--- config.mk ---
export PLATFORM = sky130hd
export DESIGN_NAME = imu_serial_frame_receiver
export DESIGN_NICKNAME = d
export VERILOG_FILES = /design/src/sv/imu_sfr_pkg.sv /design/src/sv/imu_sfr_front.sv /design/src/sv/imu_sfr_queue.sv /design/src/sv/imu_sfr_back.sv /design/src/sv/imu_serial_frame_receiver.sv
export SDC_FILE = /design/constraint.sdc
export NUM_CORES = 1
export LEC_CHECK = 0
export BUFFER_PORTS_ARGS = -buffer_cell sky130_fd_sc_hd__buf_2
export CAP_MARGIN = 20
export CORE_MARGIN = 10
export CORE_UTILIZATION = 30
export DETAILED_ROUTE_END_ITERATION = 16
export GPL_TIMING_DRIVEN = 0
export PLACE_DENSITY_LB_ADDON = 0.1
export SETUP_SLACK_MARGIN = 0.15
export SLEW_MARGIN = 5
export SYNTH_ARGS = -nofsm -noshare
export SYNTH_HDL_FRONTEND = slang
export SYNTH_SLANG_ARGS = --single-unit
--- constraint.sdc ---
create_clock -name clk -period 14.75 [get_ports clk]
set_input_delay 3.6875 -clock clk [delete_from_list [all_inputs] [get_ports clk]]
set_output_delay 3.6875 -clock clk [all_outputs]
set_load 0.05 [all_outputs]
--- src/sv/imu_sfr_pkg.sv ---
package imu_sfr_pkg;

	// frame bytes 3..14 are kept for decoding
	localparam int PAY_FIRST = 3;
	localparam int PAY_DEPTH = 12;

	// event queue between parser and decoder
	localparam int QUEUE_DEPTH = 2;
	localparam int QPTR_W      = 1;
	localparam int QCNT_W      = 2;

	localparam logic [7:0] MISS_LIMIT_RESET = 8'd128;

	// register indexes (paddr[2])
	localparam logic REG_MODE  = 1'b0;
	localparam logic REG_LIMIT = 1'b1;

	typedef enum logic [1:0] {
		KIND_GOOD = 2'd0,
		KIND_BAD  = 2'd1,
		KIND_POLL = 2'd2
	} kind_t;

	typedef logic [PAY_DEPTH-1:0][7:0] pay_t;

	typedef struct packed {
		logic       protocol_mode;
		logic [7:0] miss_limit;
	} cfg_t;

	// one parser event: finished frame or poll tick
	typedef struct packed {
		kind_t kind;
		pay_t  payload;
	} evt_t;

	typedef struct packed {
		kind_t       result_kind;
		logic [31:0] yaw_rate_raw;
		logic [31:0] accel_raw;
		logic [31:0] yaw_angle_raw;
		logic        disconnected;
		logic [7:0]  miss_count;
	} res_t;

endpackage

--- src/sv/imu_sfr_front.sv ---
module imu_sfr_front (
	input  logic                clk,
	input  logic                arst_n,
	input  imu_sfr_pkg::cfg_t   cfg,
	input  logic                parser_clr,
	input  logic                s_tvalid,
	output logic                s_tready,
	input  logic [7:0]          s_tdata,
	input  logic                s_tuser,
	input  logic                q_full,
	output logic                evt_push,
	output imu_sfr_pkg::evt_t   evt
);

	typedef enum logic [1:0] {
		PH_HUNT  = 2'b01,
		PH_FRAME = 2'b10
	} phase_t;

	// CRC-16/Modbus, one byte, bit steps unrolled
	function automatic logic [15:0] crc16_byte(input logic [15:0] crc, input logic [7:0] b);
		logic [15:0] c;
		c = crc ^ {8'h00, b};
		for (int k = 0; k < 8; k++) begin
			c = c[0] ? ((c >> 1) ^ 16'hA001) : (c >> 1);
		end
		return c;
	endfunction

	localparam logic [15:0] CRC_SEED   = 16'hFFFF;
	localparam logic [15:0] CRC_HEADER = crc16_byte(crc16_byte(CRC_SEED, 8'h01), 8'h03);

	phase_t              phase_q, phase_n;
	logic [8:0]          pos_q, pos_n, pos_v;
	logic [8:0]          len_q, len_n, len_v;
	logic [15:0]         crc_q, crc_n;
	logic [7:0]          sum_q, sum_n;
	logic [7:0]          prev_q, prev_n;
	imu_sfr_pkg::pay_t   pay_q, pay_n, pay_st;
	logic                fire;
	logic                finish;
	logic                good;
	logic                is_poll;

	assign s_tready = !q_full;
	assign fire     = s_tvalid && s_tready;

	// byte parser
	always_comb begin
		phase_n = phase_q;
		pos_n   = pos_q;
		len_n   = len_q;
		crc_n   = crc_q;
		sum_n   = sum_q;
		prev_n  = prev_q;
		pay_st  = pay_q;
		pos_v   = pos_q + 9'd1;
		len_v   = len_q;
		finish  = 1'b0;
		good    = 1'b0;
		is_poll = 1'b0;
		if (fire) begin
			if (s_tuser) begin
				is_poll = 1'b1;
			end else begin
				// keep frame bytes 3..14
				if (phase_q == PH_FRAME) begin
					for (int i = 0; i < imu_sfr_pkg::PAY_DEPTH; i++) begin
						if (pos_q == 9'(i + imu_sfr_pkg::PAY_FIRST))
							pay_st[i] = s_tdata;
					end
				end
				if (cfg.protocol_mode) begin
					prev_n = s_tdata;
					if (phase_q != PH_FRAME) begin
						if (prev_q == 8'h01 && s_tdata == 8'h03) begin
							phase_n = PH_FRAME;
							crc_n   = CRC_HEADER;
							pos_n   = 9'd2;
						end
					end else begin
						len_v = (pos_q == 9'd2) ? ({1'b0, s_tdata} + 9'd5) : len_q;
						len_n = len_v;
						if (({1'b0, pos_q} + 10'd2) < {1'b0, len_v})
							crc_n = crc16_byte(crc_q, s_tdata);
						if (({1'b0, pos_q} + 10'd1) == {1'b0, len_v}) begin
							finish = 1'b1;
							good   = ({s_tdata, prev_q} == crc_q);
						end else begin
							pos_n = pos_v;
						end
					end
				end else begin
					if (phase_q != PH_FRAME) begin
						if (s_tdata == 8'h68)
							phase_n = PH_FRAME;
					end else begin
						len_v = (pos_v == 9'd1) ? {1'b0, s_tdata} : len_q;
						len_n = len_v;
						pos_n = pos_v;
						if (pos_v == 9'd1 && s_tdata == 8'h00) begin
							finish = 1'b1;
						end else if (pos_v == len_v) begin
							finish = 1'b1;
							good   = (sum_q == s_tdata);
						end else begin
							sum_n = sum_q + s_tdata;
						end
					end
				end
			end
		end
		pay_n = pay_st;
		// frame done or mode write: back to hunting
		if (finish || parser_clr) begin
			phase_n = PH_HUNT;
			pos_n   = '0;
			len_n   = '0;
			crc_n   = CRC_SEED;
			sum_n   = '0;
			pay_n   = '0;
		end
	end

	// event to the queue
	always_comb begin
		evt_push    = is_poll || finish;
		evt.payload = pay_st;
		if (is_poll)
			evt.kind = imu_sfr_pkg::KIND_POLL;
		else if (good)
			evt.kind = imu_sfr_pkg::KIND_GOOD;
		else
			evt.kind = imu_sfr_pkg::KIND_BAD;
	end

	always_ff @(posedge clk or negedge arst_n) begin
		if (!arst_n) begin
			phase_q <= PH_HUNT;
			pos_q   <= '0;
			len_q   <= '0;
			crc_q   <= CRC_SEED;
			sum_q   <= '0;
			prev_q  <= '0;
			pay_q   <= '0;
		end else begin
			phase_q <= phase_n;
			pos_q   <= pos_n;
			len_q   <= len_n;
			crc_q   <= crc_n;
			sum_q   <= sum_n;
			prev_q  <= prev_n;
			pay_q   <= pay_n;
		end
	end

endmodule

--- src/sv/imu_sfr_queue.sv ---
module imu_sfr_queue (
	input  logic                clk,
	input  logic                arst_n,
	input  logic                push,
	input  imu_sfr_pkg::evt_t   push_data,
	output logic                full,
	input  logic                pop,
	output logic                empty,
	output imu_sfr_pkg::evt_t   head
);

	imu_sfr_pkg::evt_t                 mem_q [imu_sfr_pkg::QUEUE_DEPTH];
	logic [imu_sfr_pkg::QPTR_W-1:0]    wr_q, rd_q;
	logic [imu_sfr_pkg::QCNT_W-1:0]    cnt_q;

	assign full  = (cnt_q == imu_sfr_pkg::QCNT_W'(imu_sfr_pkg::QUEUE_DEPTH));
	assign empty = (cnt_q == '0);
	assign head  = mem_q[rd_q];

	// storage
	always_ff @(posedge clk) begin
		if (push)
			mem_q[wr_q] <= push_data;
	end

	// pointers and fill level
	always_ff @(posedge clk or negedge arst_n) begin
		if (!arst_n) begin
			wr_q  <= '0;
			rd_q  <= '0;
			cnt_q <= '0;
		end else begin
			if (push)
				wr_q <= wr_q + 1'b1;
			if (pop)
				rd_q <= rd_q + 1'b1;
			if (push && !pop)
				cnt_q <= cnt_q + 1'b1;
			else if (pop && !push)
				cnt_q <= cnt_q - 1'b1;
		end
	end

endmodule

--- src/sv/imu_sfr_back.sv ---
module imu_sfr_back (
	input  logic                clk,
	input  logic                arst_n,
	input  imu_sfr_pkg::cfg_t   cfg,
	input  logic                q_empty,
	input  imu_sfr_pkg::evt_t   q_head,
	output logic                q_pop,
	output logic                m_tvalid,
	input  logic                m_tready,
	output imu_sfr_pkg::res_t   res
);

	localparam logic [31:0] OFS_RATE  = 32'd150000;
	localparam logic [31:0] OFS_ACCEL = 32'd20000;
	localparam logic [31:0] OFS_ANGLE = 32'd18000;

	function automatic logic [7:0] bcd_byte(input logic [7:0] x);
		return 8'(x[7:4]) * 8'd10 + 8'(x[3:0]);
	endfunction

	// sign-magnitude BCD triple
	function automatic logic [31:0] bcd_val(input logic [7:0] b0, input logic [7:0] b1,
			input logic [7:0] b2);
		logic [17:0] mag;
		mag = 18'(bcd_byte(b0 & 8'h0F)) * 18'd10000 + 18'(bcd_byte(b1)) * 18'd100
			+ 18'(bcd_byte(b2));
		return b0[4] ? (32'd0 - 32'(mag)) : 32'(mag);
	endfunction

	imu_sfr_pkg::pay_t   p;
	imu_sfr_pkg::res_t   res_q, res_n;
	logic                valid_q;
	logic                good_q, good_n;
	logic [7:0]          miss_q, miss_n;
	logic [7:0]          limit;
	logic [8:0]          miss_inc;

	assign p        = q_head.payload;
	assign limit    = (cfg.miss_limit == 8'd0) ? 8'd1 : cfg.miss_limit;
	assign miss_inc = {1'b0, miss_q} + 9'd1;
	assign q_pop    = !q_empty && (!valid_q || m_tready);
	assign m_tvalid = valid_q;
	assign res      = res_q;

	// decode and poll bookkeeping
	always_comb begin
		good_n = good_q;
		miss_n = miss_q;
		res_n  = res_q;
		if (q_pop) begin
			res_n.result_kind   = q_head.kind;
			res_n.yaw_rate_raw  = '0;
			res_n.accel_raw     = '0;
			res_n.yaw_angle_raw = '0;
			unique case (q_head.kind)
				imu_sfr_pkg::KIND_GOOD: begin
					good_n = 1'b1;
					if (cfg.protocol_mode) begin
						res_n.yaw_rate_raw  = {p[3], p[2], p[1], p[0]} - OFS_RATE;
						res_n.accel_raw     = {p[7], p[6], p[5], p[4]} - OFS_ACCEL;
						res_n.yaw_angle_raw = {p[11], p[10], p[9], p[8]} - OFS_ANGLE;
					end else begin
						res_n.yaw_rate_raw  = bcd_val(p[0], p[1], p[2]);
						res_n.accel_raw     = bcd_val(p[3], p[4], p[5]);
						res_n.yaw_angle_raw = bcd_val(p[6], p[7], p[8]);
					end
				end
				imu_sfr_pkg::KIND_POLL: begin
					good_n = 1'b0;
					if (good_q)
						miss_n = '0;
					else if (miss_inc > {1'b0, limit})
						miss_n = limit;
					else
						miss_n = miss_inc[7:0];
				end
				default: begin
				end
			endcase
			res_n.miss_count   = miss_n;
			res_n.disconnected = (miss_n >= limit);
		end
	end

	always_ff @(posedge clk) begin
		res_q <= res_n;
	end

	always_ff @(posedge clk or negedge arst_n) begin
		if (!arst_n) begin
			valid_q <= 1'b0;
			good_q  <= 1'b0;
			miss_q  <= '0;
		end else begin
			if (q_pop)
				valid_q <= 1'b1;
			else if (m_tready)
				valid_q <= 1'b0;
			good_q <= good_n;
			miss_q <= miss_n;
		end
	end

endmodule

--- src/sv/imu_serial_frame_receiver.sv ---
// channel  dir  handshake            payload
// s_*      in   s_tvalid/s_tready    s_tdata: rx_byte; s_tuser: cmd
// m_*      out  m_tvalid/m_tready    m_tdata: rates and status; m_tuser: result_kind
// apb      in   psel/penable/pready  0x0 protocol_mode, 0x4 miss_limit
//
// One request per cycle while the event queue has room: the parser takes a byte
// or poll tick each cycle, and the CRC step is unrolled.
// A two-entry event queue parts the parser from the decoder and output register.
// s_tready drops only while the event queue is full; a stalled m_tready fills it.
// Async reset clears parser, poll counter and registers (mode 0, limit 128).
module imu_serial_frame_receiver (
	input  logic          clk,
	input  logic          arst_n,
	input  logic          s_tvalid,
	output logic          s_tready,
	input  logic [7:0]    s_tdata,   // [7:0] rx_byte
	input  logic          s_tuser,   // [0] cmd
	output logic          m_tvalid,
	input  logic          m_tready,
	output logic [111:0]  m_tdata,   // [31:0] yaw_rate_raw, [63:32] accel_raw,
	                                 // [95:64] yaw_angle_raw, [96] disconnected,
	                                 // [104:97] miss_count, rest zero
	output logic [1:0]    m_tuser,   // [1:0] result_kind
	input  logic          psel,
	input  logic          penable,
	input  logic          pwrite,
	input  logic [2:0]    paddr,
	input  logic [31:0]   pwdata,
	output logic [31:0]   prdata,
	output logic          pready
);

	imu_sfr_pkg::cfg_t   cfg_q;
	imu_sfr_pkg::evt_t   evt, q_head;
	imu_sfr_pkg::res_t   res;
	logic                wr_en;
	logic                parser_clr;
	logic                evt_push;
	logic                q_full, q_empty, q_pop;

	// register port
	assign pready     = 1'b1;
	assign wr_en      = psel && penable && pwrite && pready;
	assign parser_clr = wr_en && (paddr[2] == imu_sfr_pkg::REG_MODE);
	assign prdata     = (paddr[2] == imu_sfr_pkg::REG_MODE) ? {31'd0, cfg_q.protocol_mode}
		: {24'd0, cfg_q.miss_limit};

	always_ff @(posedge clk or negedge arst_n) begin
		if (!arst_n) begin
			cfg_q.protocol_mode <= 1'b0;
			cfg_q.miss_limit    <= imu_sfr_pkg::MISS_LIMIT_RESET;
		end else if (wr_en) begin
			if (paddr[2] == imu_sfr_pkg::REG_MODE)
				cfg_q.protocol_mode <= pwdata[0];
			else
				cfg_q.miss_limit <= pwdata[7:0];
		end
	end

	imu_sfr_front u_front (
		.clk        (clk),
		.arst_n     (arst_n),
		.cfg        (cfg_q),
		.parser_clr (parser_clr),
		.s_tvalid   (s_tvalid),
		.s_tready   (s_tready),
		.s_tdata    (s_tdata),
		.s_tuser    (s_tuser),
		.q_full     (q_full),
		.evt_push   (evt_push),
		.evt        (evt)
	);

	imu_sfr_queue u_queue (
		.clk       (clk),
		.arst_n    (arst_n),
		.push      (evt_push),
		.push_data (evt),
		.full      (q_full),
		.pop       (q_pop),
		.empty     (q_empty),
		.head      (q_head)
	);

	imu_sfr_back u_back (
		.clk      (clk),
		.arst_n   (arst_n),
		.cfg      (cfg_q),
		.q_empty  (q_empty),
		.q_head   (q_head),
		.q_pop    (q_pop),
		.m_tvalid (m_tvalid),
		.m_tready (m_tready),
		.res      (res)
	);

	// result packing
	assign m_tuser = res.result_kind;
	assign m_tdata = {7'd0, res.miss_count, res.disconnected, res.yaw_angle_raw,
		res.accel_raw, res.yaw_rate_raw};

endmodule

Yosys cells after proc, flatten, opt, wreduce, memory -nomap -nowiden
Memory sizes are Yosys's and may differ from the RTL's.
Cells that the tools add are included.
{"block": "word_totals", "reg_bits": 278, "ram_bits": 196, "input_bits": 51, "out_inout_bits": 149, "elab_cells": 258, "mem_count": 1}
{"block": "op_classes", "addsub": 28, "n_mul": 12, "order_cmp": 3, "n_eq_ne": 34, "n_mux": 99, "bitwise": 11, "reduce_logical": 38}
{"memory": "u_queue.mem_q", "depth": 2, "width": 98, "rd": 1, "rd_ports_with_merged_regs": 0, "write_ports": 1, "line": "imu_sfr_queue.sv:12", "text": "imu_sfr_pkg::evt_t mem_q [imu_sfr_pkg::QUEUE_DEPTH];"}
{"cell": "2-to-1 mux 96 bit", "n": 5}
{"cell": "2-to-1 mux 16 bit", "n": 15}
{"cell": "2-to-1 mux 8 bit", "n": 25}
{"cell": "2-to-1 mux 9 bit", "n": 16}
{"cell": "2-to-1 mux 32 bit", "n": 3}
{"cell": "subtractor 32 x 15 -> 32 bit, second input constant", "n": 2}
{"cell": "== test 9 x 4 -> 1 bit, second input constant", "n": 7}
{"cell": "subtractor 1 x 18 -> 19 bit, first input constant", "n": 3}
{"cell": "adder 18 x 15 -> 18 bit", "n": 3}
{"cell": "adder 18 x 8 -> 18 bit", "n": 3}
{"cell": "adder 8 x 4 -> 8 bit", "n": 6}
{"cell": "multiplier 4 x 10 -> 14 bit, second input constant", "n": 3}
{"cell": "multiplier 4 x 3 -> 7 bit, second input constant", "n": 6}
{"cell": "multiplier 8 x 5 -> 13 bit, second input constant", "n": 3}
{"cell": "== test 9 x 3 -> 1 bit, second input constant", "n": 4}
{"cell": "subtractor 32 x 18 -> 32 bit, second input constant", "n": 1}
{"cell": "NOT 2 -> 3 bit", "n": 8}
{"cell": "2-to-1 mux 1 bit", "n": 23}
{"cell": "2-to-1 mux 2 bit", "n": 11}
{"cell": "== test 9 x 2 -> 1 bit, second input constant", "n": 2}
{"cell": "== test 16 bit", "n": 1}
{"cell": "zero test 8 bit", "n": 2}
{"cell": "XOR 16 x 8 -> 16 bit", "n": 1}
{"cell": "AND reduction 5 bit", "n": 3}
{"cell": "other kinds (36)", "n": 69}

Depth between registers and ports, before layout
{"block": "depth", "ltp_word": 23, "mapped_depth": 39, "mapped_depth_nobuf": 31}

Cells and area by module
Synthesis repeated with hierarchy kept, for this count alone.
{"block": "unflattened", "hier_cells": 2913, "area_unflattened_um2": 31849.3}
{"module": "imu_sfr_back", "instances": 1, "cells_each": 1663, "area_per_inst_um2": 15065.7, "seq_area_each_um2": 3463.3}
{"module": "imu_sfr_front", "instances": 1, "cells_each": 865, "area_per_inst_um2": 8812.2, "seq_area_each_um2": 3724.8}
{"module": "imu_sfr_queue", "instances": 1, "cells_each": 321, "area_per_inst_um2": 7287.0, "seq_area_each_um2": 5985.7}
{"module": "imu_serial_frame_receiver", "instances": 1, "cells_each": 64, "area_per_inst_um2": 684.4, "seq_area_each_um2": 226.5}

Worst setup path before layout
No wires, ideal clock.
{"block": "synth_path", "path_kind": "input port to flip-flop", "startpoint": "in s_tdata[0]", "endpoint": "mem u_queue.mem_q[0][0] (netlist bit), enable pin", "setup_ps": 556, "arrival_ps": 9845, "required_ps": 14194, "slack_ps": 4349, "path_stages": 9, "path_buffers": 1, "cell_sequence": "clkbuf_1 o21ai_0 ha_1 or3_1 a221o_1 nor4_1 a22o_1 o21ai_0 nor2_1"}
{"block": "synth_between", "elab_chain_len": 11, "word_cells_on_any_way": 18, "cone_classes": "add/sub (1); eq/ne (2); mux (12); reduce/logical (3)"}
{"element": "from (decl)", "line": "imu_serial_frame_receiver.sv:16", "text": "input logic [7:0] s_tdata,"}
{"element": "adder 8 x 3 -> 9 bit or 2-to-1 mux 9 bit (tied branches)", "line": "imu_sfr_front.sv:82, imu_sfr_front.sv:98"}
{"element": "2-to-1 mux 9 bit or == test 9 bit (tied branches)", "line": "imu_sfr_front.sv:82, imu_sfr_front.sv:103"}
{"element": "== test 10 x 9 -> 1 bit or 2-to-1 mux 1 bit (tied branches)", "line": "imu_sfr_front.sv:86, imu_sfr_front.sv:103"}
{"element": "2-to-1 mux 1 bit, on equally long branches", "line": "imu_sfr_front.sv:86, imu_sfr_front.sv:101"}
{"element": "2-to-1 mux 1 bit, on equally long branches", "line": "imu_sfr_front.sv:75, imu_sfr_front.sv:94"}
{"element": "2-to-1 mux 1 bit (*)", "line": "imu_sfr_front.sv:73", "text": "if (cfg.protocol_mode) begin"}
{"element": "2-to-1 mux 1 bit (*)", "line": "imu_sfr_front.sv:63", "text": "if (s_tuser) begin"}
{"element": "2-to-1 mux 1 bit (*)", "line": "imu_sfr_front.sv:62", "text": "if (fire) begin"}
{"element": "logical OR 1 bit (*)", "line": "imu_sfr_front.sv:127", "text": "evt_push = is_poll || finish;"}
{"element": "2-to-1 mux 1 bit (*)", "line": "imu_sfr_queue.sv:22", "text": "if (push)"}
{"element": "2-to-1 mux 1 bit (not written as such) (*)", "line": "imu_sfr_queue.sv:23", "text": "mem_q[wr_q] <= push_data;"}
{"element": "to (decl)", "line": "imu_sfr_queue.sv:12"}
Mark *: on every way between the ends. The rest lies on a longest branch, timed or not.

Final worst setup path
{"block": "layout_path", "startpoint": "reg u_queue.rd_q", "endpoint": "reg u_back.res_q, in the netlist u_back.res[71], data pin"}
{"block": "layout_between", "elab_chain_len": 9, "word_cells_on_any_way": 14, "cone_classes": "add/sub (6); mul (4); mux (2); reduce/logical (1); memory (1)"}
{"element": "from (decl)", "line": "imu_sfr_queue.sv:13", "text": "logic [imu_sfr_pkg::QPTR_W-1:0] wr_q, rd_q;"}
{"element": "from (signal assigned)", "line": "imu_sfr_queue.sv:36", "text": "rd_q <= rd_q + 1'b1;"}
{"element": "memory (2 x 98 bit) (*)"}
{"element": "multiplier 4 x 3 -> 7 bit", "line": "imu_sfr_back.sv:18", "text": "return 8'(x[7:4]) * 8'd10 + 8'(x[3:0]);"}
{"element": "adder 8 x 4 -> 8 bit", "line": "imu_sfr_back.sv:18"}
{"element": "multiplier 8 x 5 -> 13 bit", "line": "imu_sfr_back.sv:25", "text": "mag = 18'(bcd_byte(b0 & 8'h0F)) * 18'd10000 + 18'(bcd_byte(b1)) * 18'd100"}
{"element": "adder 18 x 15 -> 18 bit", "line": "imu_sfr_back.sv:25"}
{"element": "adder 18 x 8 -> 18 bit", "line": "imu_sfr_back.sv:26", "text": "+ 18'(bcd_byte(b2));"}
{"element": "subtractor 1 x 18 -> 19 bit", "line": "imu_sfr_back.sv:27", "text": "return b0[4] ? (32'd0 - 32'(mag)) : 32'(mag);"}
{"element": "2-to-1 mux 32 bit", "line": "imu_sfr_back.sv:27"}
{"element": "2-to-1 mux 96 bit", "line": "imu_sfr_back.sv:58", "text": "if (cfg.protocol_mode) begin"}
{"element": "to (signal assigned)", "line": "imu_sfr_back.sv:86", "text": "res_q <= res_n;"}
{"element": "to (decl)", "line": "imu_sfr_back.sv:31", "text": "imu_sfr_pkg::res_t res_q, res_n;"}
Marks and branches as above.
A chain may end at the register's enable or synchronous reset.

==> metrics.cfg <==
[outcome]
run_status = complete, no violations

[clock_tree]
cts_tree = built
post_cts_buffers = 0
clk_path_buf_depth = 3
cts_resized = 0
clock-sinks = 474
cts_buffers = 57
hold_buffers = 0
h-tree-depth = 2
cts_root_buf = clkbuf_16
clock_latency_ps = 660
clk_pin_slew_ps = 60

[hold_path]
hold_end = u_front.sum_q[6]
min_path_cells = 2
hp-start = u_front.sum_q[6]
hold_class = flop to flop

[worst_setup_path]
r2r_end = u_back.res[71]
cp_max_fo = 10
crit_required_ps = 15120
reg2reg_depth = 36
start_kind = flop
critPathCaptureType = flop
r2r_start = u_queue.rd_q
crit_top_cell = buf_2
critPathSlowestCell = o31ai_2
crit_type = flop to flop
slowest_delay_ps = 610
reg2reg_slack_ps = 2780
crit_arrival_ps = 12340

[synth]
syn_inst = 2923
synth_top_area_cell = edfxtp_1
synth_edf_count = 303
seq_area_frac_synth_pct = 42.3
yosysUniqueCellTypes = 90
ys.flop_type = edfxtp_1
yosys_warnings = 0
synth_area_leaders = edfxtp_1 (29%), dfrtp_1 (12%), ha_1 (12%)
synth_top_area_share_pct = 28.7
async_reset_ff_share_pct = 36.1
synth_seq_cells = 474
avgSynthCellArea_sq_um = 10.8
netlist_area_sq_mm = 0.0317

[route]
wirelength_microns = 102000
drt-pass1-iter-count = 5
vias = 22800
routedWlPerCell_microns = 22.0
drtIter0Drc = 1263
via_per_inst = 4.93
route.detailed.drc = 0
detail-route-antenna-nets = 0

[cells_and_area]
multiInputGateArea_sq_mm = 0.0170
fin_nets = 3563
seqCellArea_sq_mm = 0.0134
final_layout_size_suffix_gt1_share_pct = 16.5
nFillCells = 10500
final_cell_mix = edfxtp_1 (303), ha_1 (292), nor2_1 (187)
final_cells = 4617
stdcell_area_sq_mm = 0.0366
syn2layout_area_growth_pct = 15.7
final_common_cell = edfxtp_1

[timing]
whs_ps = 480
slew_headroom_pct = 20.2
setup_viol = 0
worst_pin_slew_ps = 1200
grt_setup_unrepaired = false
period_minus_slack_ps = 11970
hold_viol = 0
fin_crit_sh_pct = 81.2
setup_slack_ps = 2780
skew_ps = 22.1
clock.fmax_mhz = 83.5
drv_slew = 0

[placed_design]
place_ws_ps = 2620
placed_cells = 4504
place.gp.congestion = 0.857
io_buffers = 141
place_area_sq_mm = 0.0346
dp_hpwl_microns = 77300

[floorplan]
start_util_pct = 30.2
die_y_microns = 345
boundaryPins = 200
design.core.area_sq_mm = 0.105
die_w_microns = 345
dieArea_sq_mm = 0.119
rows = 119

[global_routing]
grt_pass1_wl_microns = 152000
antenna_found_initial = 3
gr-total-overflow = 0
grt_max_degree = 97
grt_pass1_vias = 23500
grt.total_usage_pct = 16.9

[job]
maxCapViolCount = 0

stage by stage:
| stage | utilization [%] | setup TNS, ps |
|---|---|---|
| floorplan | - | 0 |
| global placement | 32.6 | -112200 |
| detailed placement | 33.0 | 0 |
| CTS | 34.9 | 0 |
| global route | 34.9 | 0 |
| finish | 34.9 | 0 |
worst max-delay path by stage:
stage                      start              endpoint  slack, ps  cells after the start
CTS                 u_queue.rd_q        u_back.res[71]       2570                     36
floorplan             s_tdata[0]   u_queue.mem_q[0][0]       4350                      9
finish              u_queue.rd_q        u_back.res[71]       2780                     36
global route        u_queue.rd_q        u_back.res[71]       2090                     36
detailed placement  u_queue.rd_q        u_back.res[64]       2620                     36
global placement      s_tdata[0]  u_queue.mem_q[1][48]       -590                     10
Yosys cell counts (13+ instances only):
| cell type | n |
|---|---|
| xor2_1 | 111 |
| dfrtp_1 | 153 |
| a21o_1 | 43 |
| and2_1 | 13 |
| dfstp_2 | 18 |
| inv_1 | 175 |
| o21a_1 | 29 |
| o31ai_1 | 22 |
| nor2b_1 | 129 |
| nor3b_1 | 13 |
| o21bai_1 | 15 |
| o211ai_1 | 15 |
| xnor2_1 | 182 |
| mux2_2 | 137 |
| clkbuf_1 | 57 |
| fa_1 | 46 |
| nor2_1 | 190 |
| o21ai_0 | 133 |
| buf_2 | 27 |
| a21oi_1 | 138 |
| nand2b_1 | 24 |
| a211oi_1 | 42 |
| nand3_1 | 31 |
| buf_4 | 41 |
| edfxtp_1 | 303 |
| mux2i_1 | 76 |
| ha_1 | 292 |
| nor3_1 | 49 |
| or3_1 | 27 |
| nand2_1 | 148 |
| nand4_1 | 14 |
| and3_1 | 13 |
| or2_2 | 19 |
| nor4_1 | 20 |
layer usage:
layer / GRT usage, % / routed length, microns / share of wire, % / vias up
li1: - / - / - / 10900
met1: 22.7 / 47000 / 46 / 11300
met2: 28.6 / 48600 / 48 / 415
met3: 2.02 / 3850 / 3.8 / 116
met4: 4.25 / 2320 / 2.3 / 0
met5: 0 / 0 / 0 / -
logic make-up (layout without fill, tap and decap cells):
kind of cell               Yosys count  after routing  synth area share [%]
other                                2             35                0.0237
adders and majority gates          338            338                  14.5
and+or+nand+nor                    731            731                  11.9
buffers and inverters              314            584                  4.41
DFF                                474            474                  42.3
AOI/OAI and AO/OA                  556            556                  11.4
muxes                              215            215                  7.36
xor gates and xnor gates           293            293                  8.11
sequential cells by signal (all words and copies together), names as in the netlist:
name,cells
u_back.good_q,1
u_front.sum_q,8
u_front.crc_q,16
u_front.len_q,9
u_front.phase_q,2
u_back.res,107
u_queue.cnt_q,2
u_queue.mem_q,196
u_front.pos_q,9
u_front.prev_q,8
u_queue.rd_q,1
u_queue.wr_q,1
u_front.pay_q,96
u_back.m_tvalid,1
cfg_q,9
u_back.miss_q,8
cell type report:
cell class / instances / share of cell area [%]
multi-input cells: 2165 / 46.4
clock inverters: 27 / 0.885
diodes: 3 / 0.0205
well taps: 1391 / 4.75
repair buffers: 162 / 2.99
inverters: 177 / 1.83
clock buffers: 81 / 4.56
plain buffers: 137 / 2.00
flip-flops and latches: 474 / 36.6
worst max-delay path: cells and delay by family, from the launching register on:
family                   cells  cell delay [ps]
flip-flops                   1              310
AND/OR/NAND/NOR              6             1420
buffers and inverters       13             4670
adder cells (fa/ha/maj)      6             2130
AO/OA/AOI/OAI                7             1680
multiplexers                 1              570
XOR/XNOR                     3              810
Power is not shown: default switching activity piles up to over one toggle a cycle in this logic, so the estimate is an artifact.
